## src/rtl/drp_pkg.sv

```systemverilog
// ----------------------------------------------------------------------------
// drp_pkg: shared types and constants of the decelerating setpoint ramp
// Register indexes, reset values, fixed-point constants, the adder and
// iteration sizes and the configuration bundle passed from the register file to the sequencer.
// ----------------------------------------------------------------------------
`default_nettype none

package drp_pkg;

  // Configuration port
  localparam int unsigned CFG_IDX_W  = 2;
  localparam int unsigned CFG_DATA_W = 17;

  localparam logic [CFG_IDX_W-1:0] CFG_STEP_SPEED     = 2'd0;
  localparam logic [CFG_IDX_W-1:0] CFG_SLOW_ZONE      = 2'd1;
  localparam logic [CFG_IDX_W-1:0] CFG_MIN_RATIO      = 2'd2;
  localparam logic [CFG_IDX_W-1:0] CFG_POSITION_LIMIT = 2'd3;

  // Reset values
  localparam logic [15:0] RST_STEP_SPEED     = 16'd2048;
  localparam logic [15:0] RST_SLOW_ZONE      = 16'd1000;
  localparam logic [16:0] RST_MIN_RATIO      = 17'd65536;
  localparam logic [15:0] RST_POSITION_LIMIT = 16'd30200;

  // Q0.16 ratio constants
  localparam logic [16:0] RATIO_ONE     = 17'd65536;
  localparam logic [16:0] RATIO_DEFAULT = 17'd3277;

  // Shared adder and iteration count
  localparam int unsigned ALU_W  = 34;
  localparam int unsigned NSTEPS = 16;
  localparam int unsigned CNT_W  = $clog2(NSTEPS);

  typedef struct packed {
    logic [15:0] step_speed;
    logic [15:0] slow_zone;
    logic [16:0] min_ratio;
    logic [15:0] position_limit;
  } cfg_t;

endpackage

`default_nettype wire

```

## src/rtl/drp_alu.sv

```systemverilog
// ----------------------------------------------------------------------------
// drp_alu: shared add/subtract unit
// One wide adder with carry out, used for 1 - r, the divide trial subtract,
// the shift-add multiply steps and the factor sum.
// ----------------------------------------------------------------------------
`default_nettype none

module drp_alu (
  input  wire logic [drp_pkg::ALU_W-1:0] a_i,
  input  wire logic [drp_pkg::ALU_W-1:0] b_i,
  input  wire logic                      sub_i,
  output      logic [drp_pkg::ALU_W-1:0] sum_o,
  output      logic                      carry_o
);

  logic [drp_pkg::ALU_W-1:0] b_x;

  // Subtract as a + ~b + 1; carry out set means no borrow (a >= b).
  assign b_x = b_i ^ {drp_pkg::ALU_W{sub_i}};
  assign {carry_o, sum_o} = {1'b0, a_i} + {1'b0, b_x}
                          + {{drp_pkg::ALU_W{1'b0}}, sub_i};

endmodule

`default_nettype wire

```

## src/rtl/drp_cfg.sv

```systemverilog
// ----------------------------------------------------------------------------
// drp_cfg: configuration register file
// Holds the four ramp registers and derives the effective min ratio
// (zero maps to the default, values above one saturate).
// ----------------------------------------------------------------------------
`default_nettype none

module drp_cfg (
  input  wire logic                           clk_i,
  input  wire logic                           rst_ni,
  input  wire logic                           wr_en_i,
  input  wire logic [drp_pkg::CFG_IDX_W-1:0]  wr_index_i,
  input  wire logic [drp_pkg::CFG_DATA_W-1:0] wr_data_i,
  output      drp_pkg::cfg_t                  cfg_o,
  output      logic [16:0]                    ratio_o
);

  drp_pkg::cfg_t cfg_q;

  always_ff @(posedge clk_i or negedge rst_ni) begin
    if (!rst_ni) begin
      cfg_q.step_speed     <= drp_pkg::RST_STEP_SPEED;
      cfg_q.slow_zone      <= drp_pkg::RST_SLOW_ZONE;
      cfg_q.min_ratio      <= drp_pkg::RST_MIN_RATIO;
      cfg_q.position_limit <= drp_pkg::RST_POSITION_LIMIT;
    end else if (wr_en_i) begin
      unique case (wr_index_i)
        drp_pkg::CFG_STEP_SPEED:     cfg_q.step_speed     <= wr_data_i[15:0];
        drp_pkg::CFG_SLOW_ZONE:      cfg_q.slow_zone      <= wr_data_i[15:0];
        drp_pkg::CFG_MIN_RATIO:      cfg_q.min_ratio      <= wr_data_i;
        drp_pkg::CFG_POSITION_LIMIT: cfg_q.position_limit <= wr_data_i[15:0];
        default: ;
      endcase
    end
  end

  always_comb begin
    priority if (cfg_q.min_ratio == 17'd0) begin
      ratio_o = drp_pkg::RATIO_DEFAULT;
    end else if (cfg_q.min_ratio > drp_pkg::RATIO_ONE) begin
      ratio_o = drp_pkg::RATIO_ONE;
    end else begin
      ratio_o = cfg_q.min_ratio;
    end
  end

  assign cfg_o = cfg_q;

endmodule

`default_nettype wire

```

## src/rtl/decelerating_setpoint_ramp.sv

```systemverilog
// ----------------------------------------------------------------------------
// decelerating_setpoint_ramp: slew-rate limited setpoint with a slow zone
// Each accepted target_pos moves the stored position toward it by one step
// and returns the new position plus an at_target flag. Far from the target
// the step is step_speed (unsigned Q8.8); within slow_zone it shrinks to
// step_speed * (r + (1 - r) * d / zone), rounded up and never below 1, and
// the move snaps to the target once the remaining distance fits in the step.
// The result is clamped to position_limit and becomes the stored position.
// The block works on one item at a time. The divide and multiply steps
// run through one shared 34-bit adder under a small sequencer: a 16-step
// restoring divide for d / zone, a 16-step shift-add multiply for
// (1 - r) * q, one add for the factor, and a 16-step shift-add multiply by
// the speed. An item outside the slow zone (or with the zone at zero) skips
// the divide and the first multiply, an item already at the stored position
// skips all of them, and a result that is still stalled in the output
// register holds the next one in the finish step. in_stall_o is high while
// an item is in work; a finished result waits in the output register and a
// new target may be taken meanwhile. Configuration writes are always accepted
// (cfg_ready_o is tied high) and must only be issued while the block is idle.
// ----------------------------------------------------------------------------
`default_nettype none

module decelerating_setpoint_ramp (
  input  wire logic                           clk_i,
  input  wire logic                           rst_ni,
  // target channel
  input  wire logic                           in_valid_i,
  output      logic                           in_stall_o,
  input  wire logic [15:0]                    target_pos_i,
  // result channel
  output      logic                           out_valid_o,
  input  wire logic                           out_stall_i,
  output      logic [15:0]                    position_o,
  output      logic                           at_target_o,
  // configuration write channel
  input  wire logic                           cfg_valid_i,
  output      logic                           cfg_ready_o,
  input  wire logic [drp_pkg::CFG_IDX_W-1:0]  cfg_index_i,
  input  wire logic [drp_pkg::CFG_DATA_W-1:0] cfg_data_i
);

  typedef enum logic [2:0] {
    ST_IDLE,
    ST_SETUP,
    ST_DIV,
    ST_MUL1,
    ST_ADDF,
    ST_MUL2,
    ST_FINISH
  } state_e;

  localparam logic [drp_pkg::CNT_W-1:0] CNT_LAST = drp_pkg::CNT_W'(drp_pkg::NSTEPS - 1);

  state_e state_q;

  // Configuration
  drp_pkg::cfg_t cfg;
  logic [16:0]   ratio;

  assign cfg_ready_o = 1'b1;

  drp_cfg u_cfg (
    .clk_i      (clk_i),
    .rst_ni     (rst_ni),
    .wr_en_i    (cfg_valid_i && cfg_ready_o),
    .wr_index_i (cfg_index_i),
    .wr_data_i  (cfg_data_i),
    .cfg_o      (cfg),
    .ratio_o    (ratio)
  );

  // Datapath registers
  logic [15:0]                 cur_q;      // stored position
  logic [15:0]                 target_q;
  logic [15:0]                 dist_q;
  logic                        move_q;     // distance nonzero
  logic [15:0]                 rem_q;      // divide remainder
  logic [drp_pkg::ALU_W-1:0]   acc_q;      // multiply high word
  logic [15:0]                 lo_q;       // quotient, then multiplier bits
  logic [32:0]                 mcand_q;    // 1 - r, then the factor F
  logic [drp_pkg::CNT_W-1:0]   cnt_q;
  logic                        out_valid_q;
  logic [15:0]                 position_q;
  logic                        at_target_q;

  // Shared adder
  logic [drp_pkg::ALU_W-1:0] alu_a;
  logic [drp_pkg::ALU_W-1:0] alu_b;
  logic                      alu_sub;
  logic [drp_pkg::ALU_W-1:0] alu_sum;
  logic                      alu_carry;

  drp_alu u_alu (
    .a_i     (alu_a),
    .b_i     (alu_b),
    .sub_i   (alu_sub),
    .sum_o   (alu_sum),
    .carry_o (alu_carry)
  );

  always_comb begin
    alu_a   = '0;
    alu_b   = '0;
    alu_sub = 1'b0;
    unique case (state_q)
      ST_SETUP: begin
        // 1 - r in Q0.16
        alu_a   = drp_pkg::ALU_W'(drp_pkg::RATIO_ONE);
        alu_b   = drp_pkg::ALU_W'(ratio);
        alu_sub = 1'b1;
      end
      ST_DIV: begin
        // trial subtract of the zone from the doubled remainder
        alu_a   = drp_pkg::ALU_W'({rem_q, 1'b0});
        alu_b   = drp_pkg::ALU_W'(cfg.slow_zone);
        alu_sub = 1'b1;
      end
      ST_MUL1, ST_MUL2: begin
        alu_a = acc_q;
        alu_b = lo_q[0] ? drp_pkg::ALU_W'(mcand_q) : '0;
      end
      ST_ADDF: begin
        // F = r * 2^16 + (1 - r) * q
        alu_a = drp_pkg::ALU_W'({ratio, 16'd0});
        alu_b = drp_pkg::ALU_W'({acc_q[15:0], lo_q});
      end
      default: ;
    endcase
  end

  // Distance at setup
  logic        tgt_ge_cur;
  logic [15:0] distance;

  assign tgt_ge_cur = (target_q >= cur_q);
  assign distance   = tgt_ge_cur ? (target_q - cur_q) : (cur_q - target_q);

  // Step: ceil(speed * F / 2^40), at least 1. Product is {acc_q, lo_q}.
  logic [9:0]  step_raw;
  logic [9:0]  step;
  logic [15:0] new_pos;
  logic [15:0] clamped;

  assign step_raw = {1'b0, acc_q[32:24]} + 10'(|{acc_q[23:0], lo_q});
  assign step     = (step_raw == 10'd0) ? 10'd1 : step_raw;

  always_comb begin
    priority if (!move_q) begin
      new_pos = cur_q;
    end else if (dist_q <= {6'd0, step}) begin
      new_pos = target_q;
    end else if (cur_q < target_q) begin
      new_pos = cur_q + {6'd0, step};
    end else begin
      new_pos = cur_q - {6'd0, step};
    end
  end

  assign clamped = (new_pos > cfg.position_limit) ? cfg.position_limit : new_pos;

  logic out_free;
  assign out_free = !(out_valid_q && out_stall_i);

  always_ff @(posedge clk_i or negedge rst_ni) begin
    if (!rst_ni) begin
      state_q     <= ST_IDLE;
      cur_q       <= '0;
      target_q    <= '0;
      dist_q      <= '0;
      move_q      <= 1'b0;
      rem_q       <= '0;
      acc_q       <= '0;
      lo_q        <= '0;
      mcand_q     <= '0;
      cnt_q       <= '0;
      out_valid_q <= 1'b0;
      position_q  <= '0;
      at_target_q <= 1'b0;
    end else begin
      // the finish step reloads the output register itself
      if (out_valid_q && !out_stall_i && state_q != ST_FINISH) begin
        out_valid_q <= 1'b0;
      end
      unique case (state_q)
        ST_IDLE: begin
          if (in_valid_i) begin
            target_q <= target_pos_i;
            state_q  <= ST_SETUP;
          end
        end
        ST_SETUP: begin
          dist_q  <= distance;
          move_q  <= (distance != 16'd0);
          rem_q   <= distance;
          cnt_q   <= '0;
          acc_q   <= '0;
          priority if (distance == 16'd0) begin
            state_q <= ST_FINISH;
          end else if (cfg.slow_zone == 16'd0 || distance >= cfg.slow_zone) begin
            // full speed: F is exactly 1.0 in Q0.32
            mcand_q <= 33'h1_0000_0000;
            lo_q    <= cfg.step_speed;
            state_q <= ST_MUL2;
          end else begin
            mcand_q <= alu_sum[32:0];
            state_q <= ST_DIV;
          end
        end
        ST_DIV: begin
          lo_q  <= {lo_q[14:0], alu_carry};
          rem_q <= alu_carry ? alu_sum[15:0] : {rem_q[14:0], 1'b0};
          cnt_q <= cnt_q + 1'b1;
          if (cnt_q == CNT_LAST) begin
            acc_q   <= '0;
            state_q <= ST_MUL1;
          end
        end
        ST_MUL1: begin
          acc_q <= {alu_carry, alu_sum[drp_pkg::ALU_W-1:1]};
          lo_q  <= {alu_sum[0], lo_q[15:1]};
          cnt_q <= cnt_q + 1'b1;
          if (cnt_q == CNT_LAST) begin
            state_q <= ST_ADDF;
          end
        end
        ST_ADDF: begin
          mcand_q <= alu_sum[32:0];
          acc_q   <= '0;
          lo_q    <= cfg.step_speed;
          cnt_q   <= '0;
          state_q <= ST_MUL2;
        end
        ST_MUL2: begin
          acc_q <= {alu_carry, alu_sum[drp_pkg::ALU_W-1:1]};
          lo_q  <= {alu_sum[0], lo_q[15:1]};
          cnt_q <= cnt_q + 1'b1;
          if (cnt_q == CNT_LAST) begin
            state_q <= ST_FINISH;
          end
        end
        ST_FINISH: begin
          // wait for the output register to free up
          if (out_free) begin
            cur_q       <= clamped;
            position_q  <= clamped;
            at_target_q <= (clamped == target_q);
            out_valid_q <= 1'b1;
            state_q     <= ST_IDLE;
          end
        end
        default: begin
          state_q <= ST_IDLE;
        end
      endcase
    end
  end

  assign in_stall_o  = (state_q != ST_IDLE);
  assign out_valid_o = out_valid_q;
  assign position_o  = position_q;
  assign at_target_o = at_target_q;

`ifndef SYNTHESIS
  // A finished item lands in the output register and in the stored position.
  a_finish_lands: assert property (@(posedge clk_i) disable iff (!rst_ni)
    (state_q == ST_FINISH && out_free) |=>
      (out_valid_o && cur_q == position_o && state_q == ST_IDLE))
    else $error("finished item did not reach output");

  // The last divide step hands over to the first multiply.
  a_div_to_mul: assert property (@(posedge clk_i) disable iff (!rst_ni)
    (state_q == ST_DIV && cnt_q == CNT_LAST) |=> (state_q == ST_MUL1 && acc_q == '0))
    else $error("divide did not hand over to multiply");

  // A delivered position respects the clamp.
  a_clamp: assert property (@(posedge clk_i) disable iff (!rst_ni)
    out_valid_o |-> (position_o <= cfg.position_limit))
    else $error("position above limit");

  // The stored position only changes when a result is produced.
  a_cur_hold: assert property (@(posedge clk_i) disable iff (!rst_ni)
    (state_q != ST_FINISH) |=> $stable(cur_q))
    else $error("stored position changed mid-item");
`endif

endmodule

`default_nettype wire

```

## config.mk

```make
export PLATFORM = sky130hd
export DESIGN_NAME = decelerating_setpoint_ramp
export DESIGN_NICKNAME = d
export VERILOG_FILES = /design/src/rtl/drp_pkg.sv /design/src/rtl/drp_alu.sv /design/src/rtl/drp_cfg.sv /design/src/rtl/decelerating_setpoint_ramp.sv
export SDC_FILE = /design/constraint.sdc
export NUM_CORES = 1
export LEC_CHECK = 0
export BUFFER_PORTS_ARGS = -buffer_cell sky130_fd_sc_hd__buf_4
export CAP_MARGIN = 30
export CORE_AREA = 2 2 221 201
export CTS_BUF_LIST = sky130_fd_sc_hd__clkbuf_2 sky130_fd_sc_hd__clkbuf_4 sky130_fd_sc_hd__clkbuf_8
export CTS_CLUSTER_SIZE = 8
export DETAILED_ROUTE_END_ITERATION = 16
export DIE_AREA = 0 0 223 203
export GPL_ROUTABILITY_DRIVEN = 0
export GPL_TIMING_DRIVEN = 0
export SYNTH_ARGS = -nofsm -noshare
export SYNTH_HDL_FRONTEND = slang
export SYNTH_SLANG_ARGS = --single-unit
```

## constraint.sdc

```tcl
create_clock -name clk_i -period 9.6 [get_ports clk_i]
set_input_delay 0.96 -clock clk_i [delete_from_list [all_inputs] [get_ports clk_i]]
set_output_delay 0.96 -clock clk_i [all_outputs]
set_load 0.01 [all_outputs]
```

* Yosys cells after proc, flatten, opt, wreduce, memory -nomap -nowiden
Cells that the tools add are included.
** Storage, ports and cells
- Latch bits :: 0
- Bits in writable memories :: 0
- Memories :: 0
- Output and inout port bits :: 20
- Register bits :: 222
- Input port bits :: 40
- Memory bits (read-only) :: 0
** Operators by class
- Bitwise gates (word level) :: 2
- Multiply operators :: 0
- Magnitude comparators :: 6
- Div/mod/pow operators :: 0
- Reduce and logical (&&, ||, !) cells :: 33
- Mux-type cells :: 34
- Shift-type cells :: 0
- Equality and inequality tests :: 19
- Add/subtract/negate cells :: 8
** Operators with widths (count)
- 34-bit one-hot mux with 4 select lines :: 1
- 33-bit one-hot mux with 4 select lines :: 1
- 16-bit two-way mux :: 8
- 34-bit one-hot mux with 3 select lines :: 1
- 33-bit two-way mux :: 3
- 33-bit one-hot mux with 2 select lines :: 1
- 16-bit one-hot mux with 4 select lines :: 1
- 40-bit OR reduction :: 1
- 34-bit by 34-bit adder with 35-bit output :: 1
- 35-bit by 1-bit adder with 35-bit output :: 1
- 17-bit two-way mux :: 2
- 34-bit two-way mux :: 1
- 33-bit by 34-bit XOR with 34-bit output :: 1
- 16-bit >= comparator :: 2
- 16-bit logical NOT :: 2
- 16-bit one-hot mux with 2 select lines :: 1
- 16-bit subtractor :: 2
- 3-bit two-way mux :: 7
- 3-bit one-hot mux with 7 select lines :: 1
- 17-bit greater-than comparator, second input constant :: 1
- 17-bit logical NOT :: 1
- 16-bit by 10-bit adder with 16-bit output :: 1
- 16-bit == test :: 1
- 16-bit greater-than comparator :: 1
- 32 further kinds :: 59

* Depth between registers and ports, before layout
Gate-level depths: netlist (run 1).
- Word-level depth :: 11
- Depth in mapped cells :: 40

* By module
A second synthesis (run 1) with hierarchy kept.
** Second synthesis, totals
- Cell total of the unflattened synthesis :: 1965
- Area total of the unflattened synthesis :: 17605.6 sq um
** Modules (own cells, without submodules)
- decelerating_setpoint_ramp :: cells an instance 1477, instances 1, area an instance 12662.1 sq um
- drp_cfg :: cells an instance 169, instances 1, area an instance 2637.5 sq um
- drp_alu :: cells an instance 319, instances 1, area an instance 2306.0 sq um

* Worst setup path after synthesis (run 1)
Ideal clock, no wire load.
- Kind :: reg2reg
- From :: register acc_q[1] (netlist name)
- To :: register at_target_q, in the netlist at_target_o
- Cell stages (with the launch flop) :: 37
- Data arrival time :: 7.342 ns
- Slack :: 2.163 ns
- Setup time :: 0.095 ns
- Cells stage by stage :: dfrtp_1 > nor4_1 > nand4_1 > or3_1 > ha_1 > ha_1 > nand3_1 > xor2_1 > and2_1 > and2_1 > nor4b_1 > a21o_1 > inv_1 > ha_1 > nand3_1 > inv_1 > a31oi_1 > xor2_1 > ha_1 > a21oi_1 > o21bai_1 > a21o_1 > a311o_1 > a21oi_1 > o21ai_0 > xor2_1 > mux2_2 > o221ai_1 > ha_1 > a211oi_1 > a31o_2 > clkbuf_1 > mux2_2 > xnor2_1 > nand4_1 > a211o_1 > o31ai_1
** Between the ends
- Word-level cells in the longest chain between the ends :: 11
** Ends and longest elaborated chain
- start: declaration :: line decelerating_setpoint_ramp.sv:78 : logic [drp_pkg::ALU_W-1:0] acc_q;
- start signal: assignment :: line decelerating_setpoint_ramp.sv:219 : acc_q <= {alu_carry, alu_sum[drp_pkg::ALU_W-1:1]};
- start signal: assignment :: line decelerating_setpoint_ramp.sv:234 : acc_q <= {alu_carry, alu_sum[drp_pkg::ALU_W-1:1]};
- 40-bit OR reduction * :: line decelerating_setpoint_ramp.sv:144 : assign step_raw = {1'b0, acc_q[32:24]} + 10'(|{acc_q[23:0], lo_q});
- 9-bit by 1-bit adder with 10-bit output * :: line decelerating_setpoint_ramp.sv:144
- 10-bit logical NOT :: line decelerating_setpoint_ramp.sv:145 : assign step = (step_raw == 10'd0) ? 10'd1 : step_raw;
- 10-bit two-way mux * :: line decelerating_setpoint_ramp.sv:145
- 16-bit by 10-bit subtractor with 16-bit output or 16-bit by 10-bit adder with 16-bit output (tied branches) :: line decelerating_setpoint_ramp.sv:155, decelerating_setpoint_ramp.sv:153
- 16-bit two-way mux :: line decelerating_setpoint_ramp.sv:152 : end else if (cur_q < target_q) begin
- 16-bit two-way mux * :: line decelerating_setpoint_ramp.sv:150 : end else if (dist_q <= {6'd0, step}) begin
- 16-bit two-way mux * :: line decelerating_setpoint_ramp.sv:148 : priority if (!move_q) begin
- 16-bit greater-than comparator :: line decelerating_setpoint_ramp.sv:159 : assign clamped = (new_pos > cfg.position_limit) ? cfg.position_limit : new_pos;
- 16-bit two-way mux * :: line decelerating_setpoint_ramp.sv:159
- 16-bit == test * :: line decelerating_setpoint_ramp.sv:246 : at_target_q <= (clamped == target_q);
- end signal: assignment :: line decelerating_setpoint_ramp.sv:246
- end: declaration :: line decelerating_setpoint_ramp.sv:84 : logic at_target_q;
Every way passes the cells marked *; elsewhere a longest branch is shown, timed or not.
A chain may end at the register's enable or synchronous reset.

* Final worst setup path (run 1)
- From :: register lo_q[11]
- To :: register at_target_q, in the netlist at_target_o
** Between the ends
- Word-level cells in the longest chain between the ends :: 11
** Ends and longest elaborated chain
- start: declaration :: line decelerating_setpoint_ramp.sv:79 : logic [15:0] lo_q;
- start signal: assignment :: line decelerating_setpoint_ramp.sv:202 : lo_q <= cfg.step_speed;
- start signal: assignment :: line decelerating_setpoint_ramp.sv:210 : lo_q <= {lo_q[14:0], alu_carry};
- start signal: assignment :: line decelerating_setpoint_ramp.sv:220 : lo_q <= {alu_sum[0], lo_q[15:1]};
- 40-bit OR reduction * :: line decelerating_setpoint_ramp.sv:144
- 9-bit by 1-bit adder with 10-bit output * :: line decelerating_setpoint_ramp.sv:144
- 10-bit logical NOT :: line decelerating_setpoint_ramp.sv:145
- 10-bit two-way mux * :: line decelerating_setpoint_ramp.sv:145
- 16-bit by 10-bit subtractor with 16-bit output or 16-bit by 10-bit adder with 16-bit output (tied branches) :: line decelerating_setpoint_ramp.sv:155, decelerating_setpoint_ramp.sv:153
- 16-bit two-way mux :: line decelerating_setpoint_ramp.sv:152
- 16-bit two-way mux * :: line decelerating_setpoint_ramp.sv:150
- 16-bit two-way mux * :: line decelerating_setpoint_ramp.sv:148
- 16-bit greater-than comparator :: line decelerating_setpoint_ramp.sv:159
- 16-bit two-way mux * :: line decelerating_setpoint_ramp.sv:159
- 16-bit == test * :: line decelerating_setpoint_ramp.sv:246
Marked as above.

==> results of run 1 <==
cell families after synthesis:
logic type | after synthesis | synth area share [%]
simple gates | 484 | 14.0
flops | 222 | 32.9
xor+xnor | 91 | 4.69
buf+inv | 215 | 5.02
fa+ha+maj | 130 | 9.76
other cells | 1 | 0.0221
mux | 115 | 7.44
compound gates | 648 | 26.2
registers in the layout (all words and copies together) (netlist names):
| register | cells |
|---|---|
| at_target_o | 1 |
| acc_q | 34 |
| state_q | 3 |
| mcand_q | 33 |
| dist_q | 16 |
| move_q | 1 |
| u_cfg.cfg_o | 65 |
| cnt_q | 4 |
| lo_q | 16 |
| rem_q | 16 |
| target_q | 16 |
| position_o | 16 |
| out_valid_o | 1 |
cell usage after synthesis, types with 11 or more instances:
| cell type | n | area, sq um |
|---|---|---|
| a31oi_1 | 16 | 100 |
| a21oi_1 | 144 | 721 |
| nand3_1 | 35 | 175 |
| nand2_1 | 164 | 616 |
| clkbuf_1 | 79 | 297 |
| a22o_1 | 88 | 771 |
| ha_1 | 126 | 1580 |
| xor2_1 | 38 | 333 |
| nor2_1 | 103 | 387 |
| nor2b_1 | 19 | 119 |
| nand4_1 | 22 | 138 |
| nor3_1 | 23 | 115 |
| xnor2_1 | 53 | 464 |
| and3_1 | 18 | 113 |
| inv_1 | 108 | 405 |
| or3_1 | 11 | 68.8 |
| a21o_1 | 41 | 308 |
| dfstp_2 | 18 | 473 |
| mux2i_1 | 29 | 290 |
| o211ai_1 | 20 | 150 |
| dfrtp_1 | 204 | 5100 |
| a22oi_1 | 27 | 203 |
| o31ai_1 | 11 | 82.6 |
| a221o_1 | 17 | 170 |
| o21a_1 | 16 | 120 |
| o22ai_1 | 20 | 125 |
| mux2_2 | 78 | 878 |
| a211oi_1 | 15 | 113 |
| nor4_1 | 27 | 169 |
| buf_1 | 12 | 45.0 |
| nand2b_1 | 23 | 144 |
| o21ai_0 | 132 | 661 |
final cells by class:
class / instances / area [sq um] / share of cell area (%)
inverter: 109 / 409 / 2.13
antenna: 1 / 2.50 / 0.0130
clock buffer: 69 / 856 / 4.45
multi-input combinational: 1469 / 10600 / 55.0
buffer: 105 / 440 / 2.29
tap: 555 / 694 / 3.61
timing repair buffer: 63 / 514 / 2.68
clock inverter: 11 / 146 / 0.762
sequential: 222 / 5580 / 29.0
metal layers:
metal | share of wire [%] | up-vias | GRT usage, %
li1 | - | 7306 | -
met1 | 44 | 7902 | 38.9
met2 | 41 | 822 | 38.6
met3 | 11 | 132 | 6.11
met4 | 3.8 | 0 | 10.2
met5 | 0 | - | 0
how the worst max path moves through the flow:
stage / start / to / cells past startpoint
CTS: acc_q[16] / position_o[13] / 39
global route: lo_q[6] / at_target_o / 38
global placement: acc_q[1] / position_o[13] / 32
detailed placement: acc_q[16] / position_o[13] / 39
finish: lo_q[11] / at_target_o / 38
floorplan: acc_q[1] / at_target_o / 36
timing repair:
action,in CTS,in global routing
gates resized for setup,0,6
endpoints found under the setup margin,0,13
setup buffers,0,0
metrics by stage:
stage	cells	cell area, sq um	util [%]	hold WS (ns)
after global placement	2519	18100	42.3	0.456
after CTS	2604	19200	44.9	0.392
after detailed placement	2524	18200	42.5	0.466
after floorplan	1906	17000	-	0.442
after global routing	2603	19200	44.9	0.439
final	2604	19200	44.9	0.410
==> results.ini, run 1 <==
[clock_network]
hold_buffers=0
root_buffer=clkbuf_8
cts_buffers=43
cts_tree=yes
clock_sinks=222
clkSlewWorstSetupHoldPaths_ns=0.06
cts_buffer_depth=3
htreeDepth=2
clk-insertion-delay-late_ns=0.63

[synthesis]
synth_edf_count=0
synth-main-ff-cell=dfrtp_1
syn_area_sq_um=17000
syn_nets=2076
yosys_warnings=0
synth_cells=1906
synth.yosys.seq_area_share_pct=32.9
synth_cell_type_count=92
synth-seq-cells=222
synthArstFlopShare_pct=100
synth_area_per_cell_sq_um=8.91

[sta]
hold_violations=0
finalMaxSlewViolations=0
period_minus_slack_ns=9.04
rsz0062_at_grt=false
fmax_ghz=0.111
setup_tns_ns=0
setup_violations=0
layout_worst_path_cycle_share_pct=94.1
skew_ns=0.0275
slew_headroom_pct=33.3
worstMarginPinSlew_ns=0.976
fin_ws_ns=0.563

[critical_path]
startpoint_type=register
crit_top_cell=ha_1
path_max_fanout=10
reg2reg_depth=38
crit_required_ns=10.13
slowest_stage=nor4_1
timing.rr.end=at_target_o
end_kind=register
cp_data_arrival_time_ns=9.57
rrSetupSlack_ns=0.56
crit_family=compound AO/OA/AOI/OAI gates
slowest_delay_ns=0.56
r2r_start=lo_q[11]
critPathKind=register to register
crit_buf_inv=2

[drt]
antenna_left=0
drc_errors=0
avgRoutedWirePerCell_um=23.3
viasPerCell=6.21
num_vias=16162
first_iter_violations=1663
drt-pass1-iter-count=8
wirelength_mm=60.8

[global_routing]
grt_pass1_vias=15478
overflow=0
grt_max_degree=119
antenna_found_initial=2
grtUsageTotal_pct=26.8
grt_first_pass_wirelength_mm=93.6

[die]
initial_core_util_pct=39.7
die_w_um=223
rows=72
io_pins=60
die_height_um=203
core_sq_um=42800
dieArea_sq_um=45300

[outcome]
status=completed

[finish]
drive_gt1_share_pct=13.9
final_cell_mix=204 x dfrtp_1, 164 x nand2_1, 144 x a21oi_1, 132 x o21ai_0, 126 x ha_1
nNetsFinal=2183
fillers=4213
mostFrequentLayoutCell=dfrtp_1
syn2layout_area_growth_pct=13.2

[flow_run]
cap_violations=0

[placed_design]
port_buffers=58
place_ws_ns=0.217
dpl.hpwl_mm=46.7

[hold_path]
hp-class=input pin to async pin

Power of run 1 is not shown: default switching activity piles up to over one toggle a cycle in this logic, so the estimate is an artifact.
==> inputs of run 2 (changes only) <==
Clock period 9.6 ns to 8.77 ns, I/O delays scaled along.
==> results.ini, run 2 (synthesis gave the netlist of run 1 again) <==
[drt]
drc_errors=0  ; unchanged
wl_met3_mm=6.51  ; -3.1%
dr_wl_met2_mm=25.2  ; +0.60%
top_layer_used=met4
num_vias=16227  ; +0.40%
antenna_left=0  ; unchanged
first_iter_violations=1624  ; -2.3%
viasPerCell=6.21  ; about the same
wl_met1_mm=27.0  ; +1.2%
avgRoutedWirePerCell_um=23.4  ; +0.30%
wirelength_mm=61.2  ; +0.61%
drt-pass1-iter-count=6  ; -2

[finish]
nNetsFinal=2191  ; +0.37%
mostFrequentLayoutCell=dfrtp_1
drive_gt1_share_pct=15.4  ; +1.6 points
instances_no_fill=2612  ; +0.31%
largest_reg_flops=65  ; unchanged
fin_area_sq_um=19400  ; +1.0%
final_cell_mix=198 x dfrtp_1, 164 x nand2_1, 143 x a21oi_1, 130 x o21ai_0, 125 x ha_1
syn2layout_area_growth_pct=14.3

[placed_design]
dp_cells=2524  ; unchanged
dpl.hpwl_mm=46.7  ; unchanged
placed_area_sq_um=18200  ; unchanged
port_buffers=58  ; unchanged

[sta]
setup_violations=0  ; unchanged
fin_hold_ws_ns=0.330  ; -0.0800 ns
worstMarginPinSlew_ns=1.00  ; +0.0252 ns
period_minus_slack_ns=8.41  ; -0.629 ns
slew_headroom_pct=31.6  ; -1.7 points
hold_violations=0  ; unchanged
skew_ns=0.0251  ; -0.00238 ns
layout_worst_path_cycle_share_pct=95.9  ; +1.7 points
finalMaxSlewViolations=0  ; unchanged
fmax_ghz=0.119  ; +7.5%

[die]
dieArea_sq_um=45300  ; unchanged
core_sq_um=42800  ; unchanged
rows=72  ; unchanged
initial_core_util_pct=39.7  ; unchanged
die_w_um=223  ; unchanged
die_height_um=203  ; unchanged
io_pins=60  ; unchanged

[hold_path]
hp-class=input pin to async pin

[clock_network]
clk-insertion-delay-late_ns=0.62  ; about the same
cts_buffer_depth=3  ; unchanged
cts_tree=yes
clkSlewWorstSetupHoldPaths_ns=0.08  ; +0.02 ns
cts_buffers=43  ; unchanged
root_buffer=clkbuf_8
clock_sinks=222  ; unchanged
htreeDepth=2  ; unchanged

[critical_path]
end_kind=register
slowest_stage=dfrtp_2
critPathKind=register to register
path_max_fanout=5  ; -5
cp_data_arrival_time_ns=8.94  ; -0.63 ns
rrSetupSlack_ns=0.36  ; -0.20 ns
timing.rr.end=at_target_o
r2r_start=acc_q[18]
slowest_delay_ns=0.48  ; -0.08 ns
crit_required_ns=9.30  ; -0.83 ns
reg2reg_depth=35  ; -7.9%
startpoint_type=register
crit_top_cell=ha_1

[global_routing]
grtUsageTotal_pct=26.9  ; +0.033 points
overflow=0  ; unchanged
grt_max_degree=119  ; unchanged
grt_first_pass_wirelength_mm=93.8  ; +0.13%
antenna_found_initial=2  ; unchanged
grt_pass1_vias=15490  ; +0.078%

[outcome]
status=completed

[flow_run]
cap_violations=0  ; unchanged

## run 2: worst max path at each step
stage / to / startpoint / slack, ns
2_1_floorplan: at_target_o / acc_q[1] / 1.33
6_report: at_target_o / acc_q[18] / 0.36
4_1_cts: at_target_o / lo_q[6] / 0.05
3_5_place_dp: position_o[13] / acc_q[16] / -0.61
3_3_place_gp: position_o[13] / acc_q[1] / -0.74
5_1_grt: at_target_o / acc_q[18] / -0.02
## run 2: critical path: cells and delay by family, from the launching register on
| kind | cells | cell delay, ns |
|---|---|---|
| flops | 1 | 0.48 |
| fa+ha+maj | 5 | 1.33 |
| buf+inv | 2 | 0.16 |
| mux | 2 | 0.75 |
| simple gates | 9 | 2.08 |
| compound gates | 13 | 2.63 |
| xor+xnor | 4 | 0.88 |
## run 2: timing repair
action                                  CTS  global route
pin swaps                                 1             6
gates cloned                              0             1
buffers inserted                          2             5
gates resized for setup                   4            34
endpoints found under the setup margin   15            24
hold buffers                              0             0
## run 2: area by class of cell
class | instances | area, sq um
Timing Repair Buffer | 70 | 567
Inverter | 109 | 409
Sequential cell | 222 | 5590
Fill cell | 4201 | 23400
Antenna cell | 1 | 2.50
Clock inverter | 11 | 146
Tap cell | 555 | 694
Buffer | 105 | 444
Multi-Input combinational cell | 1470 | 10700
Clock buffer | 69 | 856
## run 2: through the flow
step                TNS, ns  util [%]  setup slack [ns]
finish                    0      45.4             0.362
floorplan                 0         -              1.33
global route        -0.0226      45.4           -0.0226
global placement      -8.84      42.3            -0.743
detailed placement    -6.69      42.5            -0.613
CTS                       0      44.9            0.0536
## run 2: per-layer routing
layer | up-vias | global-route usage (%)
li1 | 7334 | -
met1 | 7916 | 38.9
met2 | 839 | 38.8
met3 | 138 | 6.24
met4 | 0 | 10.1
met5 | - | 0
Power of run 2 is left out for the same reason.
